`src/hdl/hdl_source_lexer_unit_macros.svh`:
```
// Assertion macros for the source lexer.
`ifndef HDL_SOURCE_LEXER_UNIT_MACROS_SVH
`define HDL_SOURCE_LEXER_UNIT_MACROS_SVH

// same-cycle implication
`define HSLEX_ASSERT_NOW(label, clk, rst_n, ante, cons, msg) \
	label: assert property (@(posedge clk) disable iff (!rst_n) (ante) |-> (cons)) \
		else $error(msg);

// next-cycle implication
`define HSLEX_ASSERT_NEXT(label, clk, rst_n, ante, cons, msg) \
	label: assert property (@(posedge clk) disable iff (!rst_n) (ante) |=> (cons)) \
		else $error(msg);

`endif

```
`src/hdl/hslex_pkg.sv`:
```
// Package for the source lexer: codes, lexer states and character classes.
`default_nettype none

package hslex_pkg;

	localparam int DefOffsetBits = 32;
	localparam int DefValueBits  = 64;

	localparam logic [7:0] CharHigh       = 8'h80;
	localparam logic [7:0] CharUnderscore = 8'h5F;
	localparam logic [7:0] CharZero       = 8'h30;
	localparam logic [5:0] DigitNone      = 6'd36;

	typedef enum logic [3:0] {
		TK_LINE  = 4'd0,
		TK_BLOCK = 4'd1,
		TK_SLASH = 4'd2,
		TK_IDENT = 4'd3,
		TK_PLAIN = 4'd4,
		TK_DEC   = 4'd5,
		TK_HEX   = 4'd6,
		TK_OCT   = 4'd7,
		TK_BIN   = 4'd8,
		TK_END   = 4'd9,
		TK_ERR   = 4'd10
	} token_kind_t;

	typedef enum logic [2:0] {
		ERR_NONE       = 3'd0,
		ERR_OPEN_BLOCK = 3'd1,
		ERR_LEAD_ZERO  = 3'd2,
		ERR_DIGIT_BIG  = 3'd3,
		ERR_NO_DIGITS  = 3'd4,
		ERR_ILLEGAL    = 3'd5
	} err_code_t;

	typedef enum logic [3:0] {
		LM_IDLE       = 4'd0,
		LM_SLASH      = 4'd1,
		LM_LINE       = 4'd2,
		LM_BLOCK      = 4'd3,
		LM_BLOCK_STAR = 4'd4,
		LM_IDENT      = 4'd5,
		LM_ZERO       = 4'd6,
		LM_DIGITS     = 4'd7,
		LM_ERROR      = 4'd8
	} lex_mode_t;

	localparam logic KIND_BYTE = 1'b0;
	localparam logic KIND_END  = 1'b1;

	function automatic logic is_space(input logic [7:0] b);
		return b == " " || b == 8'h09 || b == 8'h0D || b == 8'h0A;
	endfunction

	function automatic logic is_letter(input logic [7:0] b);
		return (b >= "a" && b <= "z") || (b >= "A" && b <= "Z");
	endfunction

	function automatic logic is_dec(input logic [7:0] b);
		return b >= "0" && b <= "9";
	endfunction

	function automatic logic is_name_start(input logic [7:0] b);
		return b >= CharHigh || is_letter(b) || b == CharUnderscore;
	endfunction

	// value 0..35, DigitNone for anything else
	function automatic logic [5:0] digit_of(input logic [7:0] b);
		logic [7:0] t;
		t = 8'd0;
		if (is_dec(b)) begin
			t = b - CharZero;
		end else if (b >= "a" && b <= "z") begin
			t = b - "a" + 8'd10;
		end else if (b >= "A" && b <= "Z") begin
			t = b - "A" + 8'd10;
		end else begin
			t = {2'b00, DigitNone};
		end
		return t[5:0];
	endfunction

endpackage

`default_nettype wire

```
`src/hdl/hdl_source_lexer_unit.sv`:
```
// Streaming lexer: source bytes in, tokens with offsets and literal values out.
//
// Input channel (src_valid/src_stall): one word per byte, kind = 0, or an
// end-of-input mark, kind = 1. Output channel (tok_valid/tok_stall): one token
// word per handshake; a byte causes zero, one or two tokens, last_of_run marks
// the final one of each byte.
// An accepted byte waits in the input register until it advances, which writes
// its tokens into the queue. Throughput: one byte per cycle while the output side
// keeps up; a byte that yields two tokens hands them out one per handshake.
// The single lexer step between input register and four-entry queue sets the rate.
// src_stall rises when the queue has fewer than two free slots with a byte
// waiting in the input register; while it is high no byte advances and the
// queue only drains.
// A stalled receiver only backs up the queue; no token is dropped.
// Reset clears the lexer state, offset counter and queue; tok_valid is low.
// End of input emits any pending token, then an end token, and returns the
// offset counter to zero.
`default_nettype none

module hdl_source_lexer_unit
	import hslex_pkg::*;
#(
	parameter int OFFSET_BITS = DefOffsetBits,
	parameter int VALUE_BITS  = DefValueBits
) (
	input  wire logic                   clk,
	input  wire logic                   arst_n,

	input  wire logic                   src_valid,
	output logic                        src_stall,
	input  wire logic                   kind,
	input  wire logic [7:0]             byte_value,

	output logic                        tok_valid,
	input  wire logic                   tok_stall,
	output logic [3:0]                  token_kind,
	output logic [2:0]                  error_code,
	output logic [OFFSET_BITS-1:0]      start_offset,
	output logic [OFFSET_BITS-1:0]      end_offset,
	output logic [VALUE_BITS-1:0]       literal_value,
	output logic                        value_overflow,
	output logic                        last_of_run
);

	localparam int FifoDepth = 4;
	localparam int PtrBits   = $clog2(FifoDepth);
	localparam int CntBits   = $clog2(FifoDepth + 1);
	localparam int ExtBits   = VALUE_BITS + 4;

	typedef struct packed {
		token_kind_t            kind;
		err_code_t              err;
		logic [OFFSET_BITS-1:0] s;
		logic [OFFSET_BITS-1:0] e;
		logic [VALUE_BITS-1:0]  val;
		logic                   ov;
		logic                   last;
	} res_t;

	function automatic res_t mk_res(input token_kind_t k, input err_code_t c,
			input logic [OFFSET_BITS-1:0] s, input logic [OFFSET_BITS-1:0] e,
			input logic [VALUE_BITS-1:0] v, input logic o);
		res_t r;
		r.kind = k;
		r.err  = c;
		r.s    = s;
		r.e    = e;
		r.val  = v;
		r.ov   = o;
		r.last = 1'b0;
		return r;
	endfunction

	// input register
	logic       valid_s1;
	logic       kind_s1;
	logic [7:0] byte_s1;

	// lexer state
	lex_mode_t              mode_q, mode_d;
	logic [OFFSET_BITS-1:0] pos_q, pos_d;
	logic [OFFSET_BITS-1:0] ts_q, ts_d;
	token_kind_t            ntype_q, ntype_d;
	logic                   have_q, have_d;
	logic [VALUE_BITS-1:0]  acc_q, acc_d;
	logic                   ov_q, ov_d;

	// token queue
	res_t               fifo_q [FifoDepth];
	logic [PtrBits-1:0] wr_q, rd_q;
	logic [CntBits-1:0] cnt_q;

	logic room, advance, pop;

	assign room      = cnt_q <= CntBits'(FifoDepth - 2);
	assign advance   = valid_s1 && room;
	assign src_stall = valid_s1 && !room;
	assign pop       = tok_valid && !tok_stall;

	always_ff @(posedge clk or negedge arst_n) begin
		if (!arst_n) begin
			valid_s1 <= 1'b0;
		end else if (src_valid && !src_stall) begin
			valid_s1 <= 1'b1;
		end else if (advance) begin
			valid_s1 <= 1'b0;
		end
	end

	always_ff @(posedge clk) begin
		if (src_valid && !src_stall) begin
			kind_s1 <= kind;
			byte_s1 <= byte_value;
		end
	end

	// digit and accumulate
	logic [4:0]         base_v;
	logic [5:0]         dig_v;
	logic [ExtBits-1:0] ext_v, prod_v, sum_v;
	logic               acc_over;

	always_comb begin
		case (ntype_q)
			TK_BIN:  base_v = 5'd2;
			TK_OCT:  base_v = 5'd8;
			TK_HEX:  base_v = 5'd16;
			default: base_v = 5'd10;
		endcase
		dig_v = digit_of(byte_s1);
		ext_v = {4'b0000, acc_q};
		case (ntype_q)
			TK_BIN:  prod_v = ext_v << 1;
			TK_OCT:  prod_v = ext_v << 3;
			TK_HEX:  prod_v = ext_v << 4;
			default: prod_v = (ext_v << 3) + (ext_v << 1);
		endcase
		sum_v    = prod_v + ExtBits'(dig_v);
		acc_over = |sum_v[ExtBits-1:VALUE_BITS];
	end

	// one lexer step: ra is the token the byte closes, rb the idle-step or end token
	res_t ra, rb;
	logic ha, hb;
	logic do_idle;
	logic [OFFSET_BITS-1:0] pos_inc;

	assign pos_inc = pos_q + OFFSET_BITS'(1);

	always_comb begin
		mode_d  = mode_q;
		pos_d   = pos_inc;
		ts_d    = ts_q;
		ntype_d = ntype_q;
		have_d  = have_q;
		acc_d   = acc_q;
		ov_d    = ov_q;
		ra      = mk_res(TK_END, ERR_NONE, '0, '0, '0, 1'b0);
		rb      = ra;
		ha      = 1'b0;
		hb      = 1'b0;
		do_idle = 1'b0;

		if (kind_s1 == KIND_END) begin
			case (mode_q)
				LM_SLASH: begin
					ra = mk_res(TK_SLASH, ERR_NONE, ts_q, pos_q, '0, 1'b0);
					ha = 1'b1;
				end
				LM_LINE: begin
					ra = mk_res(TK_LINE, ERR_NONE, ts_q, pos_q, '0, 1'b0);
					ha = 1'b1;
				end
				LM_BLOCK, LM_BLOCK_STAR: begin
					ra = mk_res(TK_ERR, ERR_OPEN_BLOCK, ts_q, pos_q, '0, 1'b0);
					ha = 1'b1;
				end
				LM_IDENT: begin
					ra = mk_res(TK_IDENT, ERR_NONE, ts_q, pos_q, '0, 1'b0);
					ha = 1'b1;
				end
				LM_ZERO: begin
					ra = mk_res(ntype_q, ERR_NONE, ts_q, pos_q, acc_q, ov_q);
					ha = 1'b1;
				end
				LM_DIGITS: begin
					if (have_q) begin
						ra = mk_res(ntype_q, ERR_NONE, ts_q, pos_q, acc_q, ov_q);
					end else begin
						ra = mk_res(TK_ERR, ERR_NO_DIGITS, pos_q, pos_q, '0, 1'b0);
					end
					ha = 1'b1;
				end
				default: ;
			endcase
			rb      = mk_res(TK_END, ERR_NONE, pos_q, pos_q, '0, 1'b0);
			hb      = 1'b1;
			mode_d  = LM_IDLE;
			pos_d   = '0;
			ts_d    = '0;
			ntype_d = TK_PLAIN;
			have_d  = 1'b0;
			acc_d   = '0;
			ov_d    = 1'b0;
		end else begin
			case (mode_q)
				LM_IDLE: do_idle = 1'b1;
				LM_SLASH: begin
					if (byte_s1 == "/") begin
						mode_d = LM_LINE;
					end else if (byte_s1 == "*") begin
						mode_d = LM_BLOCK;
					end else begin
						ra      = mk_res(TK_SLASH, ERR_NONE, ts_q, pos_q, '0, 1'b0);
						ha      = 1'b1;
						mode_d  = LM_IDLE;
						do_idle = 1'b1;
					end
				end
				LM_LINE: begin
					if (byte_s1 == 8'h0D || byte_s1 == 8'h0A) begin
						ra      = mk_res(TK_LINE, ERR_NONE, ts_q, pos_q, '0, 1'b0);
						ha      = 1'b1;
						mode_d  = LM_IDLE;
						do_idle = 1'b1;
					end
				end
				LM_BLOCK: begin
					if (byte_s1 == "*") begin
						mode_d = LM_BLOCK_STAR;
					end
				end
				LM_BLOCK_STAR: begin
					if (byte_s1 == "/") begin
						ra     = mk_res(TK_BLOCK, ERR_NONE, ts_q, pos_inc, '0, 1'b0);
						ha     = 1'b1;
						mode_d = LM_IDLE;
					end else if (byte_s1 != "*") begin
						mode_d = LM_BLOCK;
					end
				end
				LM_IDENT: begin
					if (!(is_name_start(byte_s1) || is_dec(byte_s1))) begin
						ra      = mk_res(TK_IDENT, ERR_NONE, ts_q, pos_q, '0, 1'b0);
						ha      = 1'b1;
						mode_d  = LM_IDLE;
						do_idle = 1'b1;
					end
				end
				LM_ZERO: begin
					if (byte_s1 == "b" || byte_s1 == "B") begin
						ntype_d = TK_BIN;
					end else if (byte_s1 == "h" || byte_s1 == "H" ||
							byte_s1 == "x" || byte_s1 == "X") begin
						ntype_d = TK_HEX;
					end else if (byte_s1 == "o" || byte_s1 == "O") begin
						ntype_d = TK_OCT;
					end else if (byte_s1 == "d" || byte_s1 == "D") begin
						ntype_d = TK_DEC;
					end
					if (ntype_d != TK_PLAIN) begin
						mode_d = LM_DIGITS;
						have_d = 1'b0;
						acc_d  = '0;
						ov_d   = 1'b0;
					end else if (is_dec(byte_s1)) begin
						ra     = mk_res(TK_ERR, ERR_LEAD_ZERO, pos_q, pos_q, '0, 1'b0);
						ha     = 1'b1;
						mode_d = LM_ERROR;
					end else begin
						ra      = mk_res(ntype_q, ERR_NONE, ts_q, pos_q, acc_q, ov_q);
						ha      = 1'b1;
						mode_d  = LM_IDLE;
						do_idle = 1'b1;
					end
				end
				LM_DIGITS: begin
					if ({1'b0, dig_v} < {2'b00, base_v}) begin
						have_d = 1'b1;
						if (ov_q || acc_over) begin
							ov_d  = 1'b1;
							acc_d = '1;
						end else begin
							acc_d = sum_v[VALUE_BITS-1:0];
						end
					end else if (dig_v < DigitNone) begin
						ra     = mk_res(TK_ERR, ERR_DIGIT_BIG, pos_q, pos_q, '0, 1'b0);
						ha     = 1'b1;
						mode_d = LM_ERROR;
					end else if (!have_q) begin
						ra     = mk_res(TK_ERR, ERR_NO_DIGITS, pos_q, pos_q, '0, 1'b0);
						ha     = 1'b1;
						mode_d = LM_ERROR;
					end else begin
						ra      = mk_res(ntype_q, ERR_NONE, ts_q, pos_q, acc_q, ov_q);
						ha      = 1'b1;
						mode_d  = LM_IDLE;
						do_idle = 1'b1;
					end
				end
				default: mode_d = LM_ERROR;
			endcase

			if (do_idle && !is_space(byte_s1)) begin
				ts_d = pos_q;
				if (byte_s1 == "/") begin
					mode_d = LM_SLASH;
				end else if (is_name_start(byte_s1)) begin
					mode_d = LM_IDENT;
				end else if (is_dec(byte_s1)) begin
					mode_d  = (byte_s1 == CharZero) ? LM_ZERO : LM_DIGITS;
					ntype_d = TK_PLAIN;
					have_d  = 1'b1;
					acc_d   = '0;
					acc_d[3:0] = dig_v[3:0];
					ov_d    = 1'b0;
				end else begin
					rb     = mk_res(TK_ERR, ERR_ILLEGAL, pos_q, pos_q, '0, 1'b0);
					hb     = 1'b1;
					mode_d = LM_ERROR;
				end
			end
		end
	end

	always_ff @(posedge clk or negedge arst_n) begin
		if (!arst_n) begin
			mode_q  <= LM_IDLE;
			pos_q   <= '0;
			ts_q    <= '0;
			ntype_q <= TK_PLAIN;
			have_q  <= 1'b0;
			acc_q   <= '0;
			ov_q    <= 1'b0;
		end else if (advance) begin
			mode_q  <= mode_d;
			pos_q   <= pos_d;
			ts_q    <= ts_d;
			ntype_q <= ntype_d;
			have_q  <= have_d;
			acc_q   <= acc_d;
			ov_q    <= ov_d;
		end
	end

	// queue write
	res_t       w0, w1;
	logic [1:0] npush;

	always_comb begin
		npush = 2'(ha) + 2'(hb);
		w0 = ha ? ra : rb;
		w1 = rb;
		w0.last = !(ha && hb);
		w1.last = 1'b1;
	end

	always_ff @(posedge clk) begin
		if (advance) begin
			if (npush != 2'd0) begin
				fifo_q[wr_q] <= w0;
			end
			if (npush == 2'd2) begin
				fifo_q[wr_q + PtrBits'(1)] <= w1;
			end
		end
	end

	always_ff @(posedge clk or negedge arst_n) begin
		if (!arst_n) begin
			wr_q  <= '0;
			rd_q  <= '0;
			cnt_q <= '0;
		end else begin
			if (advance) begin
				wr_q <= wr_q + PtrBits'(npush);
			end
			if (pop) begin
				rd_q <= rd_q + PtrBits'(1);
			end
			cnt_q <= cnt_q + (advance ? CntBits'(npush) : CntBits'(0)) - CntBits'(pop);
		end
	end

	assign tok_valid      = cnt_q != '0;
	assign token_kind     = fifo_q[rd_q].kind;
	assign error_code     = fifo_q[rd_q].err;
	assign start_offset   = fifo_q[rd_q].s;
	assign end_offset     = fifo_q[rd_q].e;
	assign literal_value  = fifo_q[rd_q].val;
	assign value_overflow = fifo_q[rd_q].ov;
	assign last_of_run    = fifo_q[rd_q].last;

	`include "hdl_source_lexer_unit_macros.svh"

	`HSLEX_ASSERT_NOW(a_cnt_bound, clk, arst_n, 1'b1, cnt_q <= CntBits'(FifoDepth), "queue overrun")
	`HSLEX_ASSERT_NEXT(a_s1_hold, clk, arst_n, src_stall, valid_s1 && $stable(byte_s1) && $stable(kind_s1), "held word lost")
	`HSLEX_ASSERT_NEXT(a_end_clears, clk, arst_n, advance && kind_s1 == KIND_END, pos_q == '0 && mode_q == LM_IDLE, "end of input did not clear state")
	`HSLEX_ASSERT_NOW(a_error_quiet, clk, arst_n, advance && mode_q == LM_ERROR && kind_s1 == KIND_BYTE, npush == 2'd0, "token after error")

endmodule

`default_nettype wire
```
`config.mk`:
```
export PLATFORM = sky130hd
export DESIGN_NAME = hdl_source_lexer_unit
export DESIGN_NICKNAME = d
export VERILOG_FILES = /design/src/hdl/hslex_pkg.sv /design/src/hdl/hdl_source_lexer_unit.sv
export VERILOG_INCLUDE_DIRS = /design/src /design/src/hdl
export SDC_FILE = /design/constraint.sdc
export NUM_CORES = 2
export LEC_CHECK = 0
export ABC_AREA = 1
export BUFFER_PORTS_ARGS = -buffer_cell sky130_fd_sc_hd__buf_2
export CAP_MARGIN = 25
export CORE_MARGIN = 2
export CORE_UTILIZATION = 41
export DETAILED_ROUTE_END_ITERATION = 10
export PLACE_DENSITY = 0.63
export SYNTH_ARGS = -nofsm -noshare
export SYNTH_HDL_FRONTEND = slang
export SYNTH_SLANG_ARGS = --single-unit
```
`constraint.sdc`:
```
create_clock -name clk -period 12.2 [get_ports clk]
set_input_delay 1.22 -clock clk [delete_from_list [all_inputs] [get_ports clk]]
set_output_delay 1.22 -clock clk [all_outputs]
set_load 0.01 [all_outputs]
```
Word level (Yosys, flattened, before mapping) --
Memories as Yosys holds them, arrays and structs flattened. Index checks and enable logic that the tools add are counted.
Storage, ports and cells: register bits 155, bits in latches 0, bits in writable memories 548, bits in read-only memories 0, input port bits 13, output and inout port bits 139, logic and storage cells 228, memories kept 1
Memories:
- fifo_q | depth 4, width 137, rd ports 1, clocked after Yosys merged registers in 0, wr ports 2, line hdl_source_lexer_unit.sv:89 | res_t fifo_q [FifoDepth];
Operators by class: add/subtract/negate cells 14, multiply operators 0, div/mod/pow operators 0, order comparisons 10, equality and inequality tests 37, shifts and indexed selects 0, muxes and demuxes 114, bitwise gates (word level) 0, reduce and logical (&&, ||, !) cells 39
Operator list (number):
- $mux 137 | 12
- $pmux 137 s6 | 2
- $mux 135 | 5
- $mux 64 | 8
- $pmux 68 s3 | 1
- $pmux 64 s2 | 1
- $mux 4 | 27
- $mux 32 | 3
- $eq 8x7->1 const B | 11
- $add 67x65->68 | 1
- $add 68x6->68 | 1
- $mux 1 | 43
- $add 32x1->32 const B | 1
- $eq 8x6->1 const B | 4
- $pmux 4 s8 | 1
- $eq 4x3->1 const B | 6
- $eq 8x4->1 const B | 3
- $mux 6 | 3
- $ge 8x7->1 const B | 2
- $le 8x7->1 const B | 2
- $ne 4x4->1 const B | 4
- $logic_or 1x1->1 | 15
- $pmux 5 s3 | 1
- $add 6x4->6 const B | 2
- 34 further kinds | 55

Longest topological paths before layout --
word-level depth 20, gate-level depth with buffers 38

Least setup slack after synthesis --
OpenSTA, ideal clock, no wires.
path kind register to register, start register byte_s1[1], end memory fifo_q[2][100] (netlist name) (enable), setup time 0.423 ns, arrival 5.492 ns, required time 11.777 ns, slack 6.285 ns, stages on the path, launching flop included 32, path buffers 2, period minus slack after synthesis 5.915 ns, cell sequence edfxtp_1 inv_1 ha_1 inv_1 nor2_1 inv_1 o211ai_1 nand2_1 inv_1 or2_2 xor2_1 inv_1 nand2_1 inv_1 ha_1 o31ai_1 nand2_1 nand2_1 nand2_1 nand2_1 nand3b_1 nand2_1 nand2_1 inv_1 buf_2 ha_1 nor2_1 inv_1 nor3_1 nor2_1 clkbuf_1 inv_1
RTL lines:
- from (decl) | line hdl_source_lexer_unit.sv:77 | logic [7:0] byte_s1;
- from (signal assigned) | line hdl_source_lexer_unit.sv:113 | byte_s1 <= byte_value;
- to (decl) | line hdl_source_lexer_unit.sv:89

==> run_results.csv <==
group,metric,value,unit
layout,drive_gt1_share,6.11,%
synthesis,yosysWarnings,0,
synthesis,ys_ff_latch,703,
detailed_routing,detail_route.vias_per_cell,5.60,
worst_setup_path,critPathLaunchType,"flop",
global_route,antenna_found_initial,8,
detailed_routing,wire_per_inst,20.4,µm
outcome,status,"finished clean",
min_path,whs_path_depth,2,
synthesis,async_flop_share,20.8,%
cts,ctsResizeCount,0,
layout,syn_to_final_growth,9.54,%
worst_setup_path,regToRegSetupSlack,3.58,ns
sta,tightestPinTransition,1.18,ns
sta,rsz0062_at_grt,"no",
power_and_ir_drop,p_int,5.09,mW
global_route,gr-usage-all-layers,29.0,%
power_and_ir_drop,p_leak,21.5,nW
power_and_ir_drop,p_clk_share,26.7,%
global_route,grt.overflow.total,0,
sta,fmax,116,MHz
cts,cts-buffers-inserted,79,
power_and_ir_drop,ir_worst_vdd,0.221,mV
synthesis,yosys.area.top_type,"nand2_1",
synthesis,yosysTopAreaCellShare,20.2,%
detailed_routing,post-route-drc-count,0,
detailed_routing,drt-total-wl,172,mm
die,num_rows,122,
cts,cts_root_buf,"clkbuf_16",
power_and_ir_drop,swShare,44.3,%
synthesis,synth.avg_cell_area,6.58,µm²
cts,hold_buffers,0,
synthesis,syn_area,45800,µm²
die,initial_core_util,41.4,%
worst_setup_path,max_stage_delay,0.71,ns
detailed_routing,firstDrtPassIters,6,
worst_setup_path,slowest_stage,"buf_4",
placed_design,gp_congestion,1.03,
synthesis,synthCells,6954,
run,drv.max_cap_violation_count,0,
sta,slew_violations,0,
cts,cts.clk_slew.worst_paths,0.06,ns
power_and_ir_drop,p_sw,4.04,mW
synthesis,synth_cell_types,56,
global_route,grt_pass1_wl,260,mm
worst_setup_path,setup.worst_path.class,"reg2reg",
synthesis,ys_seq_area_share,38.5,%
die,die_x,338,µm
worst_setup_path,path_max_fanout,72,
die,ios,152,
die,core_area,111000,µm²
power_and_ir_drop,power_frac_seq,33.0,%
sta,setup_viol_count_final,0,
synthesis,synth_edf_count,281,
worst_setup_path,rr_endpoint,"fifo_q[3][136]",
worst_setup_path,critPathRequiredTime,12.70,ns
die,die_y,338,µm
global_route,grt_pass1_vias,42000,
sta,slew_headroom,21.3,%
placed_design,dp_worst_setup_slack,3.61,ns
synthesis,synth.most_common_cell,"nand2_1",
sta,worst_slack,3.58,ns
detailed_routing,via_count,47300,
synthesis,syn-num-nets,7056,
layout,post-route-util,45.3,%
detailed_routing,antenna_left,0,
die,die-area,114000,µm²
min_path,worstHoldStart,"fifo_q[2][3]",
sta,fin_skew,0.0226,ns
worst_setup_path,r2r-start,"byte_s1[0]",
cts,cts_tree,"yes",
worst_setup_path,crit_path_end_kind,"flop",
sta,fin_crit,8.62,ns
worst_setup_path,reg2reg_depth,33,
sta,hold_violations,0,
cts,numClockSinks,703,
power_and_ir_drop,power-per-cell-area,182,nW/µm²
cts,clock_latency,0.66,ns
min_path,whs_endpoint,"fifo_q[2][3]",
placed_design,io_buffers,151,
sta,min_period_over_period,70.7,%
power_and_ir_drop,comb_power_share,40.3,%
cts,h-tree-depth,3,
global_route,grt_max_degree,186,
min_path,hp-class,"reg2reg",
synthesis,synth_commonest_cells,"nand2_1, o21ai_0, inv_1, nor2_1, nand3_1",
synthesis,ys.flop_type,"edfxtp_1",
cts,cts_buffer_depth,3,
worst_setup_path,arrival,9.12,ns
layout,nets,6990,
placed_design,hpwl,119,mm
synthesis,synthTopCellsByArea,"nand2_1, edfxtp_1, dfxtp_1, o21ai_0, dfrtp_1",
cts,cts_setup_buffers,0,
sta,setup-tns-final,0,ns
detailed_routing,drt_iter0_drc,5405,
## per-layer routing
metal	track usage, %	wire length, µm	up-vias
met3	5.47	19200	219
li1	-	-	22700
met2	41.6	71400	2343
met5	0.792	156	-
met1	44.2	78100	22000
met4	7.02	3490	12
## area by class of cell
cell class,instances,area (µm²)
Tap cell,1488,1860
Timing Repair Buffer,209,1220
Fill cell,11500,60500
Clock inverter,35,358
Inverter,709,2680
Antenna cell,3,7.51
Clock buffer,110,2280
Multi-Input combinational cell,5186,24100
Sequential cell,703,17600
## sequential cells by signal, indices dropped and copies added, names as in the netlist, 2 cells and up
name	cells
fifo_q	548
ts_q	32
byte_s1	8
ntype_q	4
mode_q	4
cnt_q	3
acc_q	64
pos_q	32
rd_q	2
wr_q	2
## cells in the final DEF (no fill, tap or decap), types with 17 or more instances in the layout
cell type	count
nand2_1	2460
o21ai_0	725
inv_1	663
nor2_1	618
nand3_1	348
edfxtp_1	281
dfxtp_1	276
o22ai_1	264
a21oi_1	221
buf_2	151
dfrtp_1	143
ha_1	86
clkbuf_16	83
nor3_1	81
xor2_1	65
nand4_1	56
buf_4	54
a22oi_1	47
o21ai_1	39
inv_2	24
clkinv_1	23
a221oi_1	22
nand3b_1	18
clkbuf_1	17
## power groups by stage
stage / combinational (mW) / sequential, mW / clock, mW
after global routing: 3.96 / 3.03 / 2.55
final: 3.68 / 3.01 / 2.44
after global placement: 3.61 / 3.05 / 0
after CTS: 3.64 / 3.00 / 2.46
after detailed placement: 3.63 / 3.05 / 0
after floorplan: 2.30 / 2.90 / 0
## worst max-delay path by stage
| stage | slack [ns] | endpoint | cells after the start | startpoint |
|---|---|---|---|---|
| after floorplan | 6.29 | fifo_q[2][100] | 31 | byte_s1[1] |
| after global placement | 3.70 | fifo_q[3][136] | 33 | byte_s1[0] |
| after detailed placement | 3.61 | fifo_q[3][136] | 33 | byte_s1[0] |
| after CTS | 3.57 | fifo_q[3][136] | 33 | byte_s1[0] |
| after global routing | 2.94 | fifo_q[3][136] | 33 | byte_s1[0] |
| final | 3.58 | fifo_q[3][136] | 33 | byte_s1[0] |
## stage by stage
stage	hold slack [ns]	area, µm²	std cells	total power, mW
after floorplan	0.423	45800	6954	5.19
after detailed placement	0.439	47500	8291	6.69
after global placement	0.432	47500	8290	6.66
after global routing	0.469	50200	8441	9.54
final	0.451	50200	8443	9.13
after CTS	0.454	50100	8436	9.11
## cells by family after synthesis
family / after synthesis / synth area share, %
compound gates: 1359 / 16.3
xor+xnor: 80 / 1.53
fa+ha+maj: 89 / 2.48
buf+inv: 1065 / 9.09
flops: 703 / 38.5
simple gates: 3658 / 32.1
## critical path, delay by kind of cell, from the launching register on
| kind | cells | cell delay [ns] |
|---|---|---|
| xor+xnor | 1 | 0.18 |
| flops | 1 | 0.45 |
| simple gates | 14 | 3.14 |
| fa+ha+maj | 3 | 0.75 |
| compound gates | 3 | 0.21 |
| buf+inv | 12 | 3.59 |
Note: power is estimated with default switching activity, not from simulation.
